<file path="config.mk">
export PLATFORM = sky130hd
export DESIGN_NAME = servo_link_frame_receiver
export DESIGN_NICKNAME = d
export VERILOG_FILES = /design/src/rtl/slfr_pkg.sv /design/src/rtl/slfr_ctrl.sv /design/src/rtl/slfr_dp.sv /design/src/rtl/servo_link_frame_receiver.sv
export SDC_FILE = /design/constraint.sdc
export NUM_CORES = 1
export LEC_CHECK = 0
export BUFFER_PORTS_ARGS = -buffer_cell sky130_fd_sc_hd__buf_2
export CAP_MARGIN = 20
export CORE_AREA = 2 2 184 186
export CTS_CLUSTER_DIAMETER = 120
export CTS_CLUSTER_SIZE = 8
export DETAILED_ROUTE_END_ITERATION = 8
export DIE_AREA = 0 0 186 188
export PLACE_DENSITY = 0.82
export SLEW_MARGIN = 20
export SYNTH_ARGS = -nofsm -noshare
export SYNTH_HDL_FRONTEND = slang
export SYNTH_SLANG_ARGS = --single-unit
</file>
<file path="constraint.sdc">
create_clock -name clk -period 10.9 [get_ports clk]
set_input_delay 1.09 -clock clk [delete_from_list [all_inputs] [get_ports clk]]
set_output_delay 1.09 -clock clk [all_outputs]
set_load 0.02 [all_outputs]
</file>
<file path="src/rtl/slfr_pkg.sv">
// Shared types, codes and constants of the servo link frame receiver.
package slfr_pkg;

    // Frame header bytes.
    localparam logic [7:0] HDR_FIRST  = 8'h81;
    localparam logic [7:0] HDR_SECOND = 8'hA1;

    // Message ids.
    localparam logic [7:0] ID_STATUS = 8'd10;
    localparam logic [7:0] ID_PULSE  = 8'd13;
    localparam logic [7:0] ID_AUX    = 8'd14;

    // Shortest payload that carries the fields of each frame type.
    localparam logic [7:0] STATUS_MIN_LEN = 8'd2;
    localparam logic [7:0] PULSE_MIN_LEN  = 8'd2;
    localparam logic [7:0] AUX_MIN_LEN    = 8'd4;

    // Mode field of the status frame sits in payload byte 1.
    localparam logic [7:0] MODE_FIELD_MASK = 8'h06;
    localparam logic [1:0] MODE_FIELD_NONE   = 2'd0;
    localparam logic [1:0] MODE_FIELD_MANUAL = 2'd1;

    // Pilot mode codes.
    localparam logic [1:0] MODE_UNKNOWN = 2'd0;
    localparam logic [1:0] MODE_MANUAL  = 2'd1;
    localparam logic [1:0] MODE_AUTO    = 2'd2;

    // Channel that always takes the width from payload bytes 0 and 1.
    localparam int PULSE_FIXED_CHANNEL = 7;

    // Configuration register indexes and reset values.
    localparam logic [7:0]  REG_PULSE_LOW  = 8'd0;
    localparam logic [7:0]  REG_PULSE_HIGH = 8'd1;
    localparam logic [15:0] PULSE_LOW_RESET  = 16'd800;
    localparam logic [15:0] PULSE_HIGH_RESET = 16'd2200;

    // Parameter defaults.
    localparam int DEFAULT_NUM_CHANNELS       = 9;
    localparam int DEFAULT_KEPT_PAYLOAD_BYTES = 16;

    // Bit widths of the packed output payload.
    localparam int OUT_TDATA_W = 48;
    localparam int OUT_TUSER_W = 3;

    // Result kinds.
    typedef enum logic [2:0] {
        EV_BAD_CHECK  = 3'd0,
        EV_STATUS     = 3'd1,
        EV_NO_SIGNAL  = 3'd2,
        EV_CHANNEL    = 3'd3,
        EV_AUX_TIME   = 3'd4,
        EV_AUX_OVER   = 3'd5,
        EV_UNKNOWN_ID = 3'd6
    } event_t;

    // Byte parser phases.
    typedef enum logic [2:0] {
        PH_HUNT = 3'd0,
        PH_ID   = 3'd1,
        PH_LEN  = 3'd2,
        PH_PAY  = 3'd3,
        PH_CK1  = 3'd4,
        PH_CK2  = 3'd5
    } phase_t;

    // Controller states.
    typedef enum logic [2:0] {
        S_RX   = 3'd0,
        S_RD   = 3'd1,
        S_WR   = 3'd2,
        S_CH7  = 3'd3,
        S_EMIT = 3'd4
    } ctrl_state_t;

    // Commands from the controller to the datapath.
    typedef struct packed {
        logic take_byte;
        logic load_frame;
        logic pair_rd;
        logic chan_wr;
        logic ch7_wr;
        logic load_chan;
        logic last_chan;
    } dp_cmd_t;

    // Status from the datapath to the controller.
    typedef struct packed {
        logic ck2_phase;
        logic out_valid;
        logic single_result;
        logic pulse_start;
        logic pair_ok;
    } dp_status_t;

endpackage

</file>
<file path="src/rtl/slfr_ctrl.sv">
// Controller state machine: byte intake, pulse channel update sequence and result run.
module slfr_ctrl
    import slfr_pkg::*;
#(
    parameter int NUM_CHANNELS = DEFAULT_NUM_CHANNELS,
    parameter int IDX_W        = $clog2(NUM_CHANNELS + 1)
) (
    input  logic             clk,
    input  logic             rst_n,
    input  logic             s_tvalid,
    output logic             s_tready,
    input  logic             m_tready,
    input  dp_status_t       sts,
    output dp_cmd_t          cmd,
    output logic [IDX_W-1:0] seq_idx
);

    ctrl_state_t      state_reg, state_next;
    logic [IDX_W-1:0] idx_reg, idx_next;

    // State and sequence counter registers.
    always_ff @(posedge clk or negedge rst_n)
    begin
        if (!rst_n)
        begin
            state_reg <= S_RX;
            idx_reg   <= '0;
        end
        else
        begin
            state_reg <= state_next;
            idx_reg   <= idx_next;
        end
    end

    assign seq_idx = idx_reg;

    // Next state and commands.
    always_comb
    begin
        state_next = state_reg;
        idx_next   = idx_reg;
        cmd        = '0;
        s_tready   = 1'b0;
        unique case (state_reg)
            S_RX:
            begin
                // The final check byte waits until the result slot is free.
                s_tready = !(sts.ck2_phase && sts.out_valid);
                cmd.take_byte = s_tvalid && s_tready;
                if (cmd.take_byte && sts.ck2_phase)
                begin
                    cmd.load_frame = sts.single_result;
                    if (sts.pulse_start)
                    begin
                        state_next = S_RD;
                        idx_next   = IDX_W'(1);
                    end
                end
            end
            S_RD:
            begin
                if (sts.pair_ok)
                begin
                    cmd.pair_rd = 1'b1;
                    state_next  = S_WR;
                end
                else
                begin
                    state_next = S_CH7;
                end
            end
            S_WR:
            begin
                cmd.chan_wr = 1'b1;
                idx_next    = idx_reg + IDX_W'(1);
                state_next  = S_RD;
            end
            S_CH7:
            begin
                cmd.ch7_wr = 1'b1;
                idx_next   = '0;
                state_next = S_EMIT;
            end
            S_EMIT:
            begin
                if (!sts.out_valid || m_tready)
                begin
                    cmd.load_chan = 1'b1;
                    cmd.last_chan = (idx_reg == IDX_W'(NUM_CHANNELS - 1));
                    if (cmd.last_chan)
                    begin
                        idx_next   = '0;
                        state_next = S_RX;
                    end
                    else
                    begin
                        idx_next = idx_reg + IDX_W'(1);
                    end
                end
            end
            default:
            begin
                state_next = S_RX;
            end
        endcase
    end

endmodule

</file>
<file path="src/rtl/slfr_dp.sv">
// Datapath: byte parser, checksum, payload store, channel store, decode and output register.
module slfr_dp
    import slfr_pkg::*;
#(
    parameter int NUM_CHANNELS       = DEFAULT_NUM_CHANNELS,
    parameter int KEPT_PAYLOAD_BYTES = DEFAULT_KEPT_PAYLOAD_BYTES,
    parameter int IDX_W              = $clog2(NUM_CHANNELS + 1)
) (
    input  logic                   clk,
    input  logic                   rst_n,
    input  logic [7:0]             in_byte,
    input  dp_cmd_t                cmd,
    input  logic [IDX_W-1:0]       seq_idx,
    output dp_status_t             sts,
    input  logic                   cfg_valid,
    input  logic [7:0]             cfg_index,
    input  logic [15:0]            cfg_data,
    input  logic                   m_tready,
    output logic                   m_tvalid,
    output logic [OUT_TDATA_W-1:0] m_tdata,
    output logic [OUT_TUSER_W-1:0] m_tuser,
    output logic                   m_tlast
);

    localparam int PAIRS = KEPT_PAYLOAD_BYTES / 2;
    localparam int PW    = $clog2(PAIRS);
    localparam int LIMIT = (NUM_CHANNELS < PAIRS) ? NUM_CHANNELS : PAIRS;
    localparam int CH_W  = $clog2(NUM_CHANNELS);

    // Parser and checksum state.
    phase_t      phase_reg;
    logic        armed_reg;
    logic [7:0]  id_reg;
    logic [7:0]  len_reg;
    logic [7:0]  bidx_reg;
    logic [7:0]  sum_lo_reg;
    logic [7:0]  sum_hi_reg;
    logic [7:0]  check_reg;

    // Payload keep: first four bytes at fixed places, first PAIRS full pairs in a memory.
    logic [7:0]  head_reg [4];
    logic [7:0]  hi_byte_reg;
    logic [15:0] pair_mem [PAIRS];
    logic [15:0] pair_q;

    // Configuration, channel store and pilot mode.
    logic [15:0] low_reg;
    logic [15:0] high_reg;
    logic [15:0] chan_reg [NUM_CHANNELS];
    logic [1:0]  pilot_reg;

    // Output register.
    logic                   out_valid_reg;
    logic [OUT_TDATA_W-1:0] out_data_reg;
    logic [OUT_TUSER_W-1:0] out_user_reg;
    logic                   out_last_reg;

    logic [7:0]  sum_lo_add;
    logic [7:0]  bidx_inc;
    logic [6:0]  pair_idx;
    logic        good;
    logic        is_status;
    logic        is_pulse;
    logic        is_aux;
    logic        is_other;
    logic [1:0]  mode_field;
    logic [1:0]  mode_new;
    logic        status_update;
    event_t      frame_ev;
    logic [1:0]  frame_pilot;
    logic        frame_changed;
    logic [13:0] frame_time;

    assign sum_lo_add = sum_lo_reg + in_byte;
    assign bidx_inc   = bidx_reg + 8'd1;
    assign pair_idx   = bidx_reg[7:1];

    // Byte parser and running checksum.
    always_ff @(posedge clk or negedge rst_n)
    begin
        if (!rst_n)
        begin
            phase_reg  <= PH_HUNT;
            armed_reg  <= 1'b0;
            id_reg     <= '0;
            len_reg    <= '0;
            bidx_reg   <= '0;
            sum_lo_reg <= '0;
            sum_hi_reg <= '0;
            check_reg  <= '0;
        end
        else if (cmd.take_byte)
        begin
            unique case (phase_reg)
                PH_HUNT:
                begin
                    armed_reg <= (in_byte == HDR_FIRST);
                    if (in_byte != HDR_FIRST && in_byte == HDR_SECOND && armed_reg)
                    begin
                        phase_reg <= PH_ID;
                    end
                end
                PH_ID:
                begin
                    id_reg    <= in_byte;
                    phase_reg <= PH_LEN;
                end
                PH_LEN:
                begin
                    len_reg    <= in_byte;
                    bidx_reg   <= '0;
                    sum_lo_reg <= id_reg + in_byte;
                    sum_hi_reg <= {id_reg[6:0], 1'b0} + in_byte;
                    phase_reg  <= (in_byte == 8'd0) ? PH_CK1 : PH_PAY;
                end
                PH_PAY:
                begin
                    sum_lo_reg <= sum_lo_add;
                    sum_hi_reg <= sum_hi_reg + sum_lo_add;
                    bidx_reg   <= bidx_inc;
                    if (bidx_inc >= len_reg)
                    begin
                        phase_reg <= PH_CK1;
                    end
                end
                PH_CK1:
                begin
                    check_reg <= in_byte;
                    phase_reg <= PH_CK2;
                end
                PH_CK2:
                begin
                    phase_reg <= PH_HUNT;
                    armed_reg <= 1'b0;
                end
                default:
                begin
                    phase_reg <= PH_HUNT;
                    armed_reg <= 1'b0;
                end
            endcase
        end
    end

    // Payload keep; written only by bytes of the current frame.
    always_ff @(posedge clk)
    begin
        if (cmd.take_byte && phase_reg == PH_PAY)
        begin
            if (bidx_reg < 8'd4)
            begin
                head_reg[bidx_reg[1:0]] <= in_byte;
            end
            if (!bidx_reg[0])
            begin
                hi_byte_reg <= in_byte;
            end
            else if (pair_idx < 7'(PAIRS))
            begin
                pair_mem[PW'(pair_idx)] <= {hi_byte_reg, in_byte};
            end
        end
        if (cmd.pair_rd)
        begin
            pair_q <= pair_mem[PW'(seq_idx)];
        end
    end

    // Frame checks and decode of single-result frames.
    assign good       = (check_reg == sum_lo_reg) && (in_byte == sum_hi_reg);
    assign is_status  = (id_reg == ID_STATUS);
    assign is_pulse   = (id_reg == ID_PULSE);
    assign is_aux     = (id_reg == ID_AUX);
    assign is_other   = !is_status && !is_pulse && !is_aux;
    assign mode_field = 2'((head_reg[1] & MODE_FIELD_MASK) >> 1);
    assign mode_new   = (mode_field == MODE_FIELD_MANUAL) ? MODE_MANUAL : MODE_AUTO;
    assign status_update = cmd.load_frame && good && is_status
                           && (len_reg >= STATUS_MIN_LEN) && (mode_field != MODE_FIELD_NONE);

    always_comb
    begin
        frame_ev      = EV_UNKNOWN_ID;
        frame_pilot   = pilot_reg;
        frame_changed = 1'b0;
        frame_time    = '0;
        if (!good)
        begin
            frame_ev = EV_BAD_CHECK;
        end
        else if (is_status)
        begin
            if (mode_field == MODE_FIELD_NONE)
            begin
                frame_ev = EV_NO_SIGNAL;
            end
            else
            begin
                frame_ev      = EV_STATUS;
                frame_pilot   = mode_new;
                frame_changed = (mode_new != pilot_reg);
            end
        end
        else if (is_aux)
        begin
            if (head_reg[2][7])
            begin
                frame_ev = EV_AUX_OVER;
            end
            else
            begin
                frame_ev   = EV_AUX_TIME;
                frame_time = {head_reg[2][5:0], head_reg[3]};
            end
        end
    end

    assign sts.ck2_phase     = (phase_reg == PH_CK2);
    assign sts.out_valid     = out_valid_reg;
    assign sts.single_result = !good || is_other
                               || (is_status && len_reg >= STATUS_MIN_LEN)
                               || (is_aux && len_reg >= AUX_MIN_LEN);
    assign sts.pulse_start   = good && is_pulse && (len_reg >= PULSE_MIN_LEN);
    assign sts.pair_ok       = (8'(seq_idx) < {1'b0, len_reg[7:1]})
                               && (seq_idx < IDX_W'(LIMIT));

    // Configuration registers; writes beyond the register list are dropped.
    always_ff @(posedge clk or negedge rst_n)
    begin
        if (!rst_n)
        begin
            low_reg  <= PULSE_LOW_RESET;
            high_reg <= PULSE_HIGH_RESET;
        end
        else if (cfg_valid)
        begin
            unique case (cfg_index)
                REG_PULSE_LOW:  low_reg  <= cfg_data;
                REG_PULSE_HIGH: high_reg <= cfg_data;
                default:        ;
            endcase
        end
    end

    // Channel store and pilot mode.
    always_ff @(posedge clk or negedge rst_n)
    begin
        if (!rst_n)
        begin
            for (int i = 0; i < NUM_CHANNELS; i++)
            begin
                chan_reg[i] <= '0;
            end
            pilot_reg <= MODE_UNKNOWN;
        end
        else
        begin
            if (cmd.chan_wr && pair_q > low_reg && pair_q < high_reg)
            begin
                chan_reg[CH_W'(seq_idx - IDX_W'(1))] <= pair_q;
            end
            if (cmd.ch7_wr)
            begin
                chan_reg[CH_W'(PULSE_FIXED_CHANNEL)] <= {head_reg[0], head_reg[1]};
            end
            if (status_update)
            begin
                pilot_reg <= mode_new;
            end
        end
    end

    // Output register valid flag.
    always_ff @(posedge clk or negedge rst_n)
    begin
        if (!rst_n)
        begin
            out_valid_reg <= 1'b0;
        end
        else if (cmd.load_frame || cmd.load_chan)
        begin
            out_valid_reg <= 1'b1;
        end
        else if (m_tready)
        begin
            out_valid_reg <= 1'b0;
        end
    end

    // Output payload; tdata from bit 0: id, mode, changed, channel, width, time.
    always_ff @(posedge clk)
    begin
        if (cmd.load_frame)
        begin
            out_user_reg <= frame_ev;
            out_data_reg <= {3'b000, frame_time, 16'd0, 4'd0,
                             frame_changed, frame_pilot, id_reg};
            out_last_reg <= 1'b1;
        end
        else if (cmd.load_chan)
        begin
            out_user_reg <= EV_CHANNEL;
            out_data_reg <= {3'b000, 14'd0, chan_reg[CH_W'(seq_idx)], 4'(seq_idx),
                             1'b0, pilot_reg, id_reg};
            out_last_reg <= cmd.last_chan;
        end
    end

    assign m_tvalid = out_valid_reg;
    assign m_tdata  = out_data_reg;
    assign m_tuser  = out_user_reg;
    assign m_tlast  = out_last_reg;

endmodule

</file>
<file path="src/rtl/servo_link_frame_receiver.sv">
// A single-result frame shows its result in the cycle after its second check byte is taken.
// A pulse frame checks pairs 1 up to min(channels, kept bytes/2, payload bytes/2) minus one,
// each in a read and a write state, writes channel 7, then loads one channel result
// per cycle as the sink takes them. Throughput: one byte per cycle; intake pauses during a
// channel run and holds the second check byte while an earlier result still waits. Reset:
// parser, limits, channel store and pilot mode return to defaults at once; no clear pass.
module servo_link_frame_receiver
    import slfr_pkg::*;
#(
    parameter int NUM_CHANNELS       = DEFAULT_NUM_CHANNELS,
    parameter int KEPT_PAYLOAD_BYTES = DEFAULT_KEPT_PAYLOAD_BYTES
) (
    input  logic                   clk,
    input  logic                   rst_n,
    input  logic                   s_tvalid,
    output logic                   s_tready,
    input  logic [7:0]             s_tdata,   // rx_byte
    output logic                   m_tvalid,
    input  logic                   m_tready,
    // message_id[7:0], op_mode[9:8], mode_changed[10], channel[14:11],
    // pwm_width[30:15], time_count[44:31], zero pad[47:45]
    output logic [OUT_TDATA_W-1:0] m_tdata,
    output logic [OUT_TUSER_W-1:0] m_tuser,   // event_res[2:0]
    output logic                   m_tlast,   // last
    input  logic                   cfg_valid,
    output logic                   cfg_ready,
    input  logic [7:0]             cfg_index,
    input  logic [15:0]            cfg_data
);

    localparam int IDX_W = $clog2(NUM_CHANNELS + 1);

    dp_cmd_t          cmd;
    dp_status_t       sts;
    logic [IDX_W-1:0] seq_idx;

    // Register writes are always taken.
    assign cfg_ready = 1'b1;

    slfr_ctrl #(
        .NUM_CHANNELS (NUM_CHANNELS),
        .IDX_W        (IDX_W)
    ) u_ctrl (
        .clk      (clk),
        .rst_n    (rst_n),
        .s_tvalid (s_tvalid),
        .s_tready (s_tready),
        .m_tready (m_tready),
        .sts      (sts),
        .cmd      (cmd),
        .seq_idx  (seq_idx)
    );

    slfr_dp #(
        .NUM_CHANNELS       (NUM_CHANNELS),
        .KEPT_PAYLOAD_BYTES (KEPT_PAYLOAD_BYTES),
        .IDX_W              (IDX_W)
    ) u_dp (
        .clk       (clk),
        .rst_n     (rst_n),
        .in_byte   (s_tdata),
        .cmd       (cmd),
        .seq_idx   (seq_idx),
        .sts       (sts),
        .cfg_valid (cfg_valid),
        .cfg_index (cfg_index),
        .cfg_data  (cfg_data),
        .m_tready  (m_tready),
        .m_tvalid  (m_tvalid),
        .m_tdata   (m_tdata),
        .m_tuser   (m_tuser),
        .m_tlast   (m_tlast)
    );

endmodule

</file>
* Word level (Yosys, flattened, before mapping)
Memories as Yosys holds them, arrays and structs flattened. A register that Yosys moved wholly into a read port is not among the register bits.
Cells that the tools add are included.
** Storage, ports and cells
- Output and inout bits :: 55
- Memories kept :: 2
- Register bits :: 295
- Memory bits (writable) :: 160
- Word-level logic and storage cells :: 200
- Input port bits :: 37
** Memories
- u_dp.pair_mem :: words 8, bits a word 16, rd ports 1, clocked after Yosys merged registers in 1, wr ports 1, RTL line slfr_dp.sv:43 : logic [15:0] pair_mem [PAIRS];
- u_dp.head_reg :: words 4, bits a word 8, rd ports 4, clocked after Yosys merged registers in 0, wr ports 1, RTL line slfr_dp.sv:41 : logic [7:0] head_reg [4];
** Operators by class
- Add/subtract/negate cells :: 7
- $lt $le $gt $ge :: 12
- Reduce and logical (&&, ||, !) cells :: 55
- Equality and inequality tests :: 27
- Multiplexer cells :: 65
- Bitwise operators :: 4
** Operators with widths (number)
- $bwmux W144 :: 1
- $mux W45 :: 2
- $bmux W16 S4 :: 1
- $demux W16 S4 :: 1
- $mux W16 :: 4
- $mux W14 :: 4
- $pmux W8 S2 :: 3
- $mux W3 :: 12
- $add A8 B8 Y8 :: 4
- $mux W32 :: 1
- $pmux W3 S5 :: 2
- $eq A8 B4 Y1 const B :: 3
- $logic_and A1 B1 Y1 :: 21
- $mux W1 :: 20
- $eq A8 B8 Y1 :: 2
- $eq A8 B8 Y1 const B :: 2
- $gt A16 B16 Y1 :: 1
- $logic_not A8 Y1 :: 2
- $lt A16 B16 Y1 :: 1
- $mux W2 :: 8
- $mux W4 :: 4
- $pmux W4 S4 :: 1
- $reduce_and A2 Y1 :: 8
- $eq A3 B2 Y1 const B :: 4
- other kinds (33) :: 58

* Longest topological paths before layout
- Word-level depth :: 13
- Depth in mapped cells :: 13
- Depth with buffers taken out :: 13

* Modules after synthesis
Synthesis repeated with hierarchy kept, for this count alone.
** Second synthesis, totals
- Cell total of the unflattened synthesis :: 1530
- Area, all modules :: 21680.8 µm²
** By module, submodules not included
- slfr_dp :: area an instance 21151.5 µm², cells an instance 1473, times used 1, seq. area each 12545.8 µm²
- slfr_ctrl :: area an instance 518.0 µm², cells an instance 55, times used 1, seq. area each 175.2 µm²
- servo_link_frame_receiver :: area an instance 11.3 µm², cells an instance 2, times used 1, seq. area each 0.0 µm²

* Worst setup path before layout
Ideal clock, no wire load.
- Path type :: input to register
- From :: input port s_tdata[7]
- To :: register u_dp.out_data_reg[9] (netlist: u_dp.m_tdata[9]), data pin
- Data arrival time :: 3.434 ns
- Setup time :: 0.257 ns
- Data required time :: 10.643 ns
- Stages on the path :: 9
- Path buffers :: 2
- Path slack :: 7.209 ns
- Cells stage by stage :: buf_2 xor2_1 nor4_1 nand4_1 o311a_1 clkbuf_1 inv_2 nand2_1 a31o_1
** Between the ends
- Cells in the longest elaborated chain, start to end :: 9
- Elaborated cells on any way between the ends :: 10
- Classes of those cells :: eq/ne (1); mux (4); reduce/logical (5)
** Ends and longest elaborated chain
- from (decl) :: RTL line servo_link_frame_receiver.sv:17 : input logic [7:0] s_tdata,
- $eq A8 B8 Y1 * :: RTL line slfr_dp.sv:170 : assign good = (check_reg == sum_lo_reg) && (in_byte == sum_hi_reg);
- $logic_and A1 B1 Y1 * :: RTL line slfr_dp.sv:170
- $logic_not A1 Y1
- $logic_or A1 B1 Y1 :: RTL line slfr_dp.sv:219 : assign sts.single_result = !good || is_other
- $logic_or A1 B1 Y1 :: RTL line slfr_dp.sv:220 : || (is_status && len_reg >= STATUS_MIN_LEN)
- $logic_or A1 B1 Y1 :: RTL line slfr_dp.sv:221 : || (is_aux && len_reg >= AUX_MIN_LEN);
- $mux W1 :: RTL line slfr_ctrl.sv:51 : if (cmd.take_byte && sts.ck2_phase)
- $mux W2 :: RTL line slfr_ctrl.sv:45 : unique case (state_reg)
- $mux W45 * :: RTL line slfr_dp.sv:292 : if (cmd.load_frame)
- to (signal assigned) :: RTL line slfr_dp.sv:295 : out_data_reg <= {3'b000, frame_time, 16'd0, 4'd0,
- to (signal assigned) :: RTL line slfr_dp.sv:302 : out_data_reg <= {3'b000, 14'd0, chan_reg[CH_W'(seq_idx)], 4'(seq_idx),
- to (decl) :: RTL line slfr_dp.sv:54 : logic [OUT_TDATA_W-1:0] out_data_reg;
Mark *: on every way between the ends. The rest lies on a longest branch, timed or not.
A chain may end at the register's enable or synchronous reset.

* Worst setup path after layout
- From :: input port s_tdata[7]
- To :: register u_dp.out_data_reg[44] (netlist: u_dp.m_tdata[44]), data pin
Same word-level chain as after synthesis.

==> run metrics <==
Internal=3.648 mW; CP Launch Point=s_tdata[7]; Total GRT Usage=0.3052; first-pass GRT wire length=80850 microns; pwr/cell area=212.1 mW/mm^2; Avg Cell Area, Syn=13.74 sq um; Worst Hold Path EP=u_dp.m_tdata[14]$_SDFFE_PP0P_; Switching Share=0.3020; largest net degree at the start of global routing=93; crit-path cells=buf_2, xor2_1, nor4_1, nand4_1, o311a_1, inv_2, nor4_2, and2_1; IO Port Bufs=87; sequential-to-total area share from yosys stat=0.5797; Multi-input gate area=0.008666 sq mm; part of the power in the clock network=0.364; CTS Buf Count=68; adder-cell share of the synthesized area=0.04926; Buf/Inv on CP=2; CTS sink cnt=470; hold_buf cts=0; setup TNS=0 ps; core area=0.03311 sq mm; initial core utilization=0.6627; Design Area, Final=0.02464 sq mm; CTS tree=built; final setup vio count=0; crit path kind=primary input to flop; number of global-route vias before repair=14480; #FFs+latches synth=470; Yosys cell types=86; average wire per standard cell=23.50 microns; final-stage net count=1813; CTS H-tree lvls=3; Mapped Area=0.02194 sq mm; Sequential Power Share=0.415; R2R Setup Slk=7260 ps; clk_skew=25.80 ps; RSZ-0062 raised after global routing=false; I/O pin cnt=92; DRC viols=0; Data arrival, critical path=4320 ps; combinational share of power=0.221; placed cell areas=0.02274 sq mm; normalized max-slew margin=0.2710; CP Capture Type=flop; NetSw=1.578 mW; hold path depth=2; PostCTS Resize Cnt=0; Slew Viols, Final=0; Worst-path clk slew=50 ps; RR Endpoint=u_dp.m_tdata[44]$_DFFE_PP_; Hold Vio Cnt, Final=0; Top FF cell, synth=dfrtp_1; Skew-Pair Late Insertion Delay=570 ps; initial DRC count=1204; HPWL Detailed=31160 microns; layout overhead on the synthesized area=12.29%; outcome=finished, final reports clean; RR Startpoint=u_dp.phase_reg[0]$_DFFE_PN0P_; cell total after placement=2070; # diodes=0; die width=186 microns; CP Max Fanout=26; post-route ant nets=0; XOR/XNOR Fraction of Synth Area=0.01956; slowest stage cell on the critical path=o311a_1; max reg flops=144; antenna violations before repair=0; Worst VDD drop=164.3 uV; GPL Wtd Cong=0.9059; warnings from Yosys=0; clk buf depth=3; Compound-Gate Fraction of Synth Area=0.06027; beginning of the worst hold path=u_dp.m_tdata[14]$_SDFFE_PP0P_; Max Freq=257.5 MHz; grt total ovfl=0; max-cap violation count=0; simple-gate share of the synthesized area=0.09391; Syn Inst Count=1597; number of setup buffers added after CTS=0; leakage power=10.74 nW; final std cells w/o fill=2180; minimum clock period=3884 ps; Routed WL=51230 microns; critical path's top delay family=simple AND/OR/NAND/NOR gates; via/cell ratio=6.282; Worst Path Required=11330 ps; Die Span Y=188 microns; fraction of final layout cells with drive strength greater than 1=0.2506; worst reg2reg path depth=6; Root Buffer=clkbuf_16; path type of the worst min-delay path=flop to flop; multiplexer share of the synthesized area=0.1687; Slew @ Worst Pin=1092 ps; Site Rows=67; share of flip-flops with an asynchronous set or reset=0.5064; crit start category=primary input; DRT Pass-1 Iters=6; crit-path max cell delay=900 ps; fraction of the cycle the final worst path needs=0.3564; EDFF count, synth=211; largest family of logic cells by synthesized area=multiplexers; Die ar.=0.03497 sq mm; filler instances=1972; FF/Latch Area=0.01273 sq mm; Vias=13700
-- cell families (layout without fill, tap and decap cells) --
logic type,count (synthesis),after routing
buffers and inverters,140,273
other,2,4
flip-flops,470,470
AND/OR/NAND/NOR,402,402
adder cells (fa/ha/maj),84,84
multiplexers,240,240
AO/OA/AOI/OAI,213,213
XOR/XNOR,46,46
-- Yosys cell counts (17+ instances only) --
library cell,n,share of area
a21oi_1,66,0.015
nor3_1,32,0.0073
a211oi_1,20,0.0068
dfrtp_1,231,0.26
mux2_4,80,0.055
nand2_1,164,0.028
mux2_2,74,0.038
inv_1,60,0.010
dfxtp_1,21,0.019
clkbuf_1,54,0.0092
ha_1,80,0.046
edfxtp_1,211,0.29
o21ai_0,52,0.012
and2_1,28,0.0080
nor2_1,76,0.013
nand3_1,22,0.0050
xnor2_1,21,0.0084
mux4_2,64,0.066
mux2i_1,17,0.0078
xor2_1,23,0.0092
-- cells in the final DEF, fill, tap and decap left out, types with 60 or more instances in the layout --
cell type	count
ha_1	80
mux4_2	64
dfrtp_1	229
nand2_1	164
inv_1	60
clkbuf_16	68
mux2_2	74
buf_2	86
nor2_1	70
a21oi_1	66
mux2_4	80
edfxtp_1	211
-- power groups by stage --
stage / combinational [mW] / sequential [mW] / clock, mW
2_1_floorplan: 0.921 / 2.09 / 0
3_3_place_gp: 1.10 / 2.19 / 0
3_5_place_dp: 1.14 / 2.19 / 0
4_1_cts: 1.15 / 2.16 / 1.91
5_1_grt: 1.29 / 2.18 / 1.98
6_report: 1.16 / 2.17 / 1.90
-- area by class of cell --
| type | instances | area share |
|---|---|---|
| Sequential cell | 470 | 0.5164 |
| Multi-Input combinational cell | 989 | 0.3517 |
| Clock buffer | 104 | 0.07454 |
| Tap cell | 448 | 0.02275 |
| Timing Repair Buffer | 101 | 0.02234 |
| Inverter | 62 | 0.009444 |
| Clock inverter | 6 | 0.002843 |
-- worst reg2reg max path: cells and delay by family, from the launching register on --
family,cells,cell delay [ps]
buffers and inverters,1,230
AND/OR/NAND/NOR,4,1700
AO/OA/AOI/OAI,1,930
flip-flops,1,650
-- worst max path at each step --
stage          slack [ps]  depth (start not counted)                    endpoint
2_1_floorplan        7210                          9   u_dp.m_tdata[9]$_DFFE_PP_
3_3_place_gp         6670                          8  u_dp.m_tdata[35]$_DFFE_PP_
3_5_place_dp         6550                          8  u_dp.m_tdata[44]$_DFFE_PP_
4_1_cts              7100                          8  u_dp.m_tdata[44]$_DFFE_PP_
5_1_grt              6750                          8  u_dp.m_tdata[35]$_DFFE_PP_
6_report             7020                          8  u_dp.m_tdata[44]$_DFFE_PP_
-- layer usage --
metal  wire length [microns]  part of all wire  global-route usage  vias up
li1                        -                 -                   -     6024
met1                   20610              0.40              0.4039     6986
met2                   25590              0.50              0.5031      552
met5                       0                 0                   0        -
met3                    3128             0.061             0.05283      133
met4                    1903             0.037              0.1263        0
-- through the flow --
step	worst slack, ps	util	hold slack [ps]	power (mW)
2_1_floorplan	7209	-	458.7	3.011
3_3_place_gp	6673	0.6866	444.2	3.285
3_5_place_dp	6554	0.6866	468.0	3.328
4_1_cts	7101	0.7442	473.1	5.226
5_1_grt	6750	0.7442	507.2	5.457
6_report	7016	0.7442	468.7	5.226
Power figures use the tool's default switching activity.
